$ cat config.mk
export PLATFORM = sky130hd
export DESIGN_NAME = bre_ctrl
export DESIGN_NICKNAME = d
export VERILOG_FILES = /design/src/hdl/bre_pkg.sv /design/src/hdl/bre_ctrl.sv
export SDC_FILE = /design/constraint.sdc
export NUM_CORES = 1
export LEC_CHECK = 0
export BUFFER_PORTS_ARGS = -buffer_cell sky130_fd_sc_hd__buf_2
export CAP_MARGIN = 20
export CORE_MARGIN = 1
export CORE_UTILIZATION = 55
export CTS_CLUSTER_SIZE = 16
export DETAILED_ROUTE_END_ITERATION = 7
export PLACE_DENSITY = 0.78
export SLEW_MARGIN = 10
export SYNTH_ARGS = -nofsm -noshare
export SYNTH_HDL_FRONTEND = slang
export SYNTH_SLANG_ARGS = --single-unit
$ cat constraint.sdc
create_clock -name clk -period 5 [get_ports clk]
set_input_delay 0.25 -clock clk [delete_from_list [all_inputs] [get_ports clk]]
set_output_delay 0.25 -clock clk [all_outputs]
set_load 0.02 [all_outputs]
$ cat src/hdl/bre_pkg.sv
// shared types and constants of the exp-golomb bit reader
package bre_pkg;

  localparam int STORE_BYTES_DEF   = 1024;
  localparam int MAX_RUN_BYTES_DEF = 64;

  // window and read limits
  localparam int WIN_BITS  = 32;
  localparam int MAX_TAKE  = 24;
  localparam int PART_MASK = 'h07;

  localparam int TYPE_W  = 3;
  localparam int INDEX_W = 10;
  localparam int BYTE_W  = 8;
  localparam int LEN_W   = 11;
  localparam int COUNT_W = 10;
  localparam int VALUE_W = 25;
  localparam int POS_W   = 6;
  localparam int TAKE_W  = 5;

  // request codes
  localparam logic [TYPE_W-1:0] REQ_START = 3'd0;
  localparam logic [TYPE_W-1:0] REQ_LOAD  = 3'd1;
  localparam logic [TYPE_W-1:0] REQ_BITS  = 3'd2;
  localparam logic [TYPE_W-1:0] REQ_UE    = 3'd3;
  localparam logic [TYPE_W-1:0] REQ_RUN   = 3'd4;

  typedef struct packed {
    logic [TYPE_W-1:0]  req_type;
    logic [INDEX_W-1:0] byte_index;
    logic [BYTE_W-1:0]  byte_value;
    logic [LEN_W-1:0]   buffer_length;
    logic [COUNT_W-1:0] bit_count;
  } req_t;

  typedef struct packed {
    logic [VALUE_W-1:0] value;
    logic               status;
    logic               end_flag;
    logic               last;
  } res_t;

endpackage

$ cat src/hdl/bre_ctrl.sv
// request sequencer: window refill, bit extraction, exp-golomb and byte runs
module bre_ctrl #(
  parameter int STORE_BYTES   = bre_pkg::STORE_BYTES_DEF,
  parameter int MAX_RUN_BYTES = bre_pkg::MAX_RUN_BYTES_DEF
) (
  input  logic                           clk,
  input  logic                           rst,
  input  logic                           req_valid,
  output logic                           req_ready,
  input  bre_pkg::req_t                  req,
  output logic                           wr_en,
  output logic [$clog2(STORE_BYTES)-1:0] wr_addr,
  output logic [bre_pkg::BYTE_W-1:0]     wr_data,
  output logic                           rd_en,
  output logic [$clog2(STORE_BYTES)-1:0] rd_addr,
  input  logic [bre_pkg::BYTE_W-1:0]     rd_data,
  output logic                           res_valid,
  input  logic                           res_ready,
  output bre_pkg::res_t                  res
);

  localparam int ADDR_W = $clog2(STORE_BYTES);
  localparam int RUN_W  = $clog2(MAX_RUN_BYTES + 1);
  localparam int LEN_W  = bre_pkg::LEN_W;
  localparam int POS_W  = bre_pkg::POS_W;
  localparam int TAKE_W = bre_pkg::TAKE_W;
  localparam int VAL_W  = bre_pkg::VALUE_W;
  localparam int AVL_W  = LEN_W + 3;

  typedef enum logic [5:0] {
    S_IDLE = 6'b000001,
    S_TAKE = 6'b000010,
    S_FILL = 6'b000100,
    S_RUN  = 6'b001000,
    S_RUNW = 6'b010000,
    S_EMIT = 6'b100000
  } state_t;

  state_t state;

  logic [bre_pkg::WIN_BITS-1:0] window;
  logic [POS_W-1:0]             pos;
  logic [LEN_W-1:0]             next_byte;
  logic [LEN_W-1:0]             len_in_use;
  logic                         end_mark;
  logic                         started;

  logic [bre_pkg::TYPE_W-1:0]   op;
  logic [TAKE_W-1:0]            n;
  logic [TAKE_W-1:0]            zeros;
  logic                         ue_suffix;
  logic [RUN_W-1:0]             run_left;
  logic [2:0]                   rest;

  logic [VAL_W-1:0]             res_value;
  logic                         res_status;
  logic                         res_last;

  logic [POS_W-1:0]             avail;
  logic [POS_W-1:0]             shamt;
  logic [bre_pkg::WIN_BITS-1:0] win_sh;
  logic [VAL_W-1:0]             take_mask;
  logic [bre_pkg::MAX_TAKE-1:0] take_val;
  logic                         have_bits;
  logic                         out_of_bytes;
  logic                         win_empty;
  logic [AVL_W-1:0]             bits_left;
  logic [VAL_W-1:0]             ue_value;
  logic [bre_pkg::BYTE_W-1:0]   part_byte;
  logic                         run_final;

  always_comb begin
    avail        = POS_W'(bre_pkg::WIN_BITS) - pos;
    shamt        = avail - {1'b0, n};
    win_sh       = window >> shamt;
    take_mask    = (VAL_W'(1) << n) - VAL_W'(1);
    take_val     = win_sh[bre_pkg::MAX_TAKE-1:0] & take_mask[bre_pkg::MAX_TAKE-1:0];
    have_bits    = avail >= {1'b0, n};
    out_of_bytes = next_byte >= len_in_use;
    win_empty    = pos == POS_W'(bre_pkg::WIN_BITS);
    // buffered bits plus bytes not yet pulled into the window
    bits_left    = AVL_W'(avail) + {len_in_use - next_byte, 3'b000};
    ue_value     = ((VAL_W'(1) << zeros) - VAL_W'(1)) + VAL_W'(take_val);
    part_byte    = take_val[bre_pkg::BYTE_W-1:0] << (4'd8 - {1'b0, rest});
    run_final    = (run_left == RUN_W'(1)) && (rest == 3'd0);
  end

  assign req_ready = state == S_IDLE;
  assign res_valid = state == S_EMIT;
  assign res       = '{value: res_value, status: res_status, end_flag: end_mark,
                       last: res_last};

  assign wr_en   = req_valid && req_ready && (req.req_type == bre_pkg::REQ_LOAD) &&
                   ({22'd0, req.byte_index} < 32'(STORE_BYTES));
  assign wr_addr = ADDR_W'(req.byte_index);
  assign wr_data = req.byte_value;

  assign rd_en   = ((state == S_TAKE) && !have_bits && !out_of_bytes) ||
                   ((state == S_RUN) && (run_left != '0) && win_empty);
  assign rd_addr = ADDR_W'(next_byte);

  always_ff @(posedge clk) begin
    if (rst) begin
      state      <= S_IDLE;
      window     <= '0;
      pos        <= '0;
      next_byte  <= '0;
      len_in_use <= '0;
      end_mark   <= 1'b0;
      started    <= 1'b0;
    end else begin
      case (state)
        S_IDLE: begin
          if (req_valid) begin
            op         <= req.req_type;
            res_value  <= '0;
            res_status <= 1'b0;
            res_last   <= 1'b1;
            state      <= S_EMIT;
            case (req.req_type)
              bre_pkg::REQ_START: begin
                next_byte <= '0;
                pos       <= POS_W'(bre_pkg::WIN_BITS);
                window    <= '0;
                end_mark  <= 1'b0;
                started   <= 1'b1;
                if ({21'd0, req.buffer_length} > 32'(STORE_BYTES)) begin
                  len_in_use <= LEN_W'(STORE_BYTES);
                end else begin
                  len_in_use <= req.buffer_length;
                end
              end
              bre_pkg::REQ_BITS: begin
                if (req.bit_count == '0) begin
                  end_mark <= end_mark;
                end else if (!started ||
                             {22'd0, req.bit_count} > 32'(bre_pkg::MAX_TAKE)) begin
                  end_mark <= 1'b1;
                end else if (!end_mark) begin
                  n     <= TAKE_W'(req.bit_count);
                  state <= S_TAKE;
                end
              end
              bre_pkg::REQ_UE: begin
                if (end_mark) begin
                  end_mark <= 1'b1;
                end else if (!started) begin
                  end_mark <= 1'b1;
                end else begin
                  n         <= TAKE_W'(1);
                  zeros     <= '0;
                  ue_suffix <= 1'b0;
                  state     <= S_TAKE;
                end
              end
              bre_pkg::REQ_RUN: begin
                if ({22'd0, req.bit_count} > 32'(MAX_RUN_BYTES * 8)) begin
                  end_mark   <= 1'b1;
                  res_status <= 1'b1;
                end else if (req.bit_count == '0) begin
                  end_mark <= end_mark;
                end else if (!started || end_mark || (next_byte > len_in_use) ||
                             ({4'd0, req.bit_count} > bits_left)) begin
                  end_mark   <= 1'b1;
                  res_status <= 1'b1;
                end else begin
                  run_left <= RUN_W'(req.bit_count >> 3);
                  rest     <= 3'(req.bit_count & 10'(bre_pkg::PART_MASK));
                  state    <= S_RUN;
                end
              end
              default: begin
                end_mark <= end_mark;
              end
            endcase
          end
        end

        S_TAKE: begin
          if (have_bits) begin
            pos <= pos + POS_W'(n);
            case (op)
              bre_pkg::REQ_BITS: begin
                res_value <= VAL_W'(take_val);
                state     <= S_EMIT;
              end
              bre_pkg::REQ_UE: begin
                if (ue_suffix) begin
                  res_value <= ue_value;
                  state     <= S_EMIT;
                end else if (take_val[0]) begin
                  // stop bit found, a zero-length prefix has no suffix
                  if (zeros == '0) begin
                    state <= S_EMIT;
                  end else begin
                    ue_suffix <= 1'b1;
                    n         <= zeros;
                  end
                end else if (zeros >= TAKE_W'(bre_pkg::MAX_TAKE)) begin
                  end_mark <= 1'b1;
                  state    <= S_EMIT;
                end else begin
                  zeros <= zeros + TAKE_W'(1);
                end
              end
              bre_pkg::REQ_RUN: begin
                if (run_left != '0) begin
                  res_value <= VAL_W'(take_val[bre_pkg::BYTE_W-1:0]);
                  res_last  <= run_final;
                  run_left  <= run_left - RUN_W'(1);
                end else begin
                  // trailing partial byte, left-aligned
                  res_value <= VAL_W'(part_byte);
                  res_last  <= 1'b1;
                  rest      <= 3'd0;
                end
                state <= S_EMIT;
              end
              default: begin
                state <= S_EMIT;
              end
            endcase
          end else if (out_of_bytes) begin
            end_mark  <= 1'b1;
            res_value <= '0;
            res_last  <= 1'b1;
            state     <= S_EMIT;
          end else begin
            state <= S_FILL;
          end
        end

        S_FILL: begin
          window    <= {window[bre_pkg::WIN_BITS-9:0], rd_data};
          pos       <= pos - POS_W'(8);
          next_byte <= next_byte + LEN_W'(1);
          state     <= S_TAKE;
        end

        S_RUN: begin
          if (run_left != '0) begin
            // an empty window passes whole bytes straight from the store
            if (win_empty) begin
              state <= S_RUNW;
            end else begin
              n     <= TAKE_W'(8);
              state <= S_TAKE;
            end
          end else if (rest != 3'd0) begin
            n     <= TAKE_W'(rest);
            state <= S_TAKE;
          end else begin
            state <= S_IDLE;
          end
        end

        S_RUNW: begin
          res_value <= VAL_W'(rd_data);
          res_last  <= run_final;
          run_left  <= run_left - RUN_W'(1);
          next_byte <= next_byte + LEN_W'(1);
          state     <= S_EMIT;
        end

        S_EMIT: begin
          if (res_ready) begin
            state <= res_last ? S_IDLE : S_RUN;
          end
        end

        default: begin
          state <= S_IDLE;
        end
      endcase
    end
  end

endmodule
==> out/metrics.csv <==
stage,metric,value,unit
drt,drcViolationCount,0,
drt,viasPerCell,6.285,
yosys,ys_ff_latch,119,
cts,cts_buffer_depth,2,
drt,firstDrtPassIters,6,
yosys,syn_area,11710,um2
cts,cts-hold-fix-buffers,0,
critical_path,critPathKind,register to register,
cts,cts_tree,done,
placement,place_ws,-405.5,ps
status,status,"finished, violations left",
cts,ctsHtreeMaxLevel,4,
timing,finClkSkew,17.49,ps
finish,fin_nets,1821,
yosys,synth_edf_count,51,
timing,period_needed,5412,ps
yosys,syn_inst,1479,
timing,drv_slew,0,
grt,grt_pass1_wl,59930,um
drt,post_drt_wl_per_cell,19.49,um
grt,antenna_found_initial,1,
yosys,synthTopCellsByArea,"edfxtp_1, dfxtp_1, ha_1",
hold_path,hold_path_class,input pin to register,
finish,drive_above_1_share,0.2704,
grt,grt_max_degree,64,
yosys,synth.distinct_cells,86,
yosys,synth_nets,1634,
drt,totalWireLength,38090,um
timing,tightest_slew,935.1,ps
placement,io_buffers,77,
finish,area_delta_synth_final,25.75,%
floorplanning,start_util,0.5588,
critical_path,path_cells,ha_2 > fa_2 > buf_12 > buf_16 > buf_8 > mux2i_4 > mux2i_2 > mux2i_1 > mux4_2 > a211o_1 > ha_1 > inv_2 > ha_4 > nor3_4 > nor2_4 > a2111oi_4 > nor3_2 > o21ai_2 > a21oi_4 > a221oi_2 > xnor2_1 > nor2_1,
power_and_ir_drop,p_leak,6.084,nW
timing,fin_ws,-411.5,ps
critical_path,arrival,5580,ps
timing,worst_hold_slack,81.89,ps
timing,rsz0062_at_grt,true,
timing,fmax,0.1848,GHz
yosys,yosysSeqAreaShare,0.2470,
grt,grt_pass1_vias,11650,
floorplanning,rows,53,
drt,initialDrtViolationCount,1427,
floorplanning,fp.coreArea,20960,um2
critical_path,slowest_stage,mux4_2,
cts,cts_made_buffers,17,
grt,use_met2,0.5790,
floorplanning,ioPinCount,114,
yosys,synth_ff_type,dfxtp_1,
timing,max_slew_margin,0.3751,
drt,antenna_left,0,
placement,dpl.hpwl,27190,um
drt,vias,12280,
floorplanning,die_area,21880,um2
yosys,synth-warning-count,0,
timing,fin_crit_sh,1.082,
grt,grt_overflow_total,0,
grt,grt.busiest_layer,met2,
critical_path,crit_fanout,7,
timing,hold_viol,0,
yosys,synth_area_leader_cell,edfxtp_1,
yosys,yosysTopAreaCellShare,0.1308,
cts,cts.sinks,119,
critical_path,endpoint_kind,register,
floorplanning,dieWidth,147.9,um
critical_path,start_kind,register,
power_and_ir_drop,vdd_drop_max,0.0002462,V
floorplanning,die_h,147.9,um
cts,clk_pin_slew,60,ps
placement,routabilityCongestion,0.9689,
cts,clock_latency,440,ps
yosys,async_reset_ff_frac,0,
critical_path,required,5170,ps
grt,grt_use_met3,0.05494,
finish,utilization,0.7027,
job,cap_violations,0,
power_and_ir_drop,p_per_area,238.8,nW/um2
yosys,avgSynthCellArea,7.917,um2
timing,setup_viol_count_final,16,
status,violations,negative setup slack,
grt,grt_use_total,0.3464,
grt,use_met1,0.4323,
critical_path,critPathMaxStageDelay,510,ps
finish,antennaDiodeCount,0,
cts,root_buffer,clkbuf_16,
-- per-layer routing --
layer / wire, um / part of all wire
met5: 15 / 0.00039
met4: 1795 / 0.047
met3: 3058 / 0.080
met2: 18280 / 0.48
met1: 14930 / 0.39
-- worst paths after layout --
path,start,end,slack (ps),cells past startpoint
min,req[14],len_in_use[4],80,3
max reg2reg,n[0],res_value[24],-410,22
min reg2reg,len_in_use[6],len_in_use[6],450,2
max,n[0],res_value[24],-410,22
-- layout make-up --
cell class / count / area (um2)
flip-flops and latches: 119 / 2898
well taps: 275 / 344.1
multi-input cells: 1144 / 8483
clock buffers: 20 / 467.9
fillers: 1679 / 6230
repair buffers: 273 / 1972
clock inverters: 12 / 136.4
inverters: 111 / 424.2
-- flip-flops by register name, summed over array words and instances (netlist names) --
signal      cells
end_mark        1
pos             6
next_byte      11
run_left        7
window         32
len_in_use     11
res_last        1
n               5
res_status      1
ue_suffix       1
state           6
started         1
op              3
zeros           5
res_value      25
rest            3
-- placed cells by master (no fill, tap or decap), types with 9 or more instances in the layout --
master,synthesis,routed
a211oi_1,17,12
a21o_1,23,23
a21oi_1,127,114
a21oi_2,3,12
a31oi_1,11,9
and2_1,14,13
and3_1,10,10
buf_2,4,77
buf_4,36,183
clkbuf_16,0,18
dfxtp_1,68,66
edfxtp_1,51,51
ha_1,96,88
inv_1,110,99
mux2_2,11,9
mux2i_1,48,37
mux4_2,13,16
nand2_1,153,151
nand2b_1,15,15
nand3_1,81,80
nand3b_1,17,17
nand4_1,14,14
nor2_1,130,126
nor2b_1,18,15
nor3_1,47,42
o21a_1,14,14
o21ai_0,52,39
o22ai_1,19,18
xnor2_1,39,34
xor2_1,23,22
-- worst max-delay path, delay by kind of cell (launching register included) --
kind	cells	cell delay, ps
AND/OR/NAND/NOR	4	440
adder cells (fa/ha/maj)	4	1250
AO/OA/AOI/OAI	5	1300
multiplexers	4	1070
flip-flops	1	440
buffers and inverters	4	500
XOR/XNOR	1	150
-- per-stage QoR --
step | setup TNS (ps) | area (um2) | cells | total power [W]
after global placement | -2063 | 13300 | 1894 | 0.002059
after global routing | -7438 | 14730 | 1954 | 0.003654
after CTS | -2357 | 14350 | 1946 | 0.003413
after floorplan | -126.8 | 11830 | 1479 | 0.001771
final | -4847 | 14730 | 1954 | 0.003516
after detailed placement | -4144 | 13300 | 1894 | 0.002076
-- synthesized netlist by cell type (5+ instances only) --
cell type,n
a211o_1,6
a211oi_1,17
a21o_1,23
a21oi_1,127
a221oi_1,6
a22oi_1,5
a2bb2oi_1,7
a311oi_1,5
a31oi_1,11
and2_1,14
and3_1,10
buf_4,36
clkbuf_1,59
dfxtp_1,68
edfxtp_1,51
fa_1,5
ha_1,96
inv_1,110
mux2_2,11
mux2i_1,48
mux4_2,13
nand2_1,153
nand2b_1,15
nand3_1,81
nand3b_1,17
nand4_1,14
nor2_1,130
nor2b_1,18
nor3_1,47
nor4_1,7
o211ai_1,8
o21a_1,14
o21ai_0,52
o221ai_1,8
o22ai_1,19
or2_2,7
or3_1,6
or4_1,5
xnor2_1,39
xor2_1,23
-- cell families after synthesis --
family / synth area share
AO/OA/AOI/OAI: 0.1970
XOR/XNOR: 0.04915
adder cells (fa/ha/maj): 0.1120
buffers and inverters: 0.08313
flip-flops: 0.2470
multiplexers: 0.08751
AND/OR/NAND/NOR: 0.2242
-- what timing repair did --
item | in CTS | in global routing
pin swaps | 35 | 39
setup buffers | 18 | 7
endpoints found under the setup margin | 17 | 32
gates cloned | 2 | 0
gates resized for setup | 58 | 64
-- power by group --
| part | internal [W] | switching [W] | leakage [nW] |
|---|---|---|---|
| Sequential | 0.00108 | 0.0000286 | 1.04 |
| Clock | 0.000782 | 0.000498 | 0.301 |
| Combinational | 0.000510 | 0.000622 | 4.74 |
No activity file was read; power rests on OpenSTA's default activity.
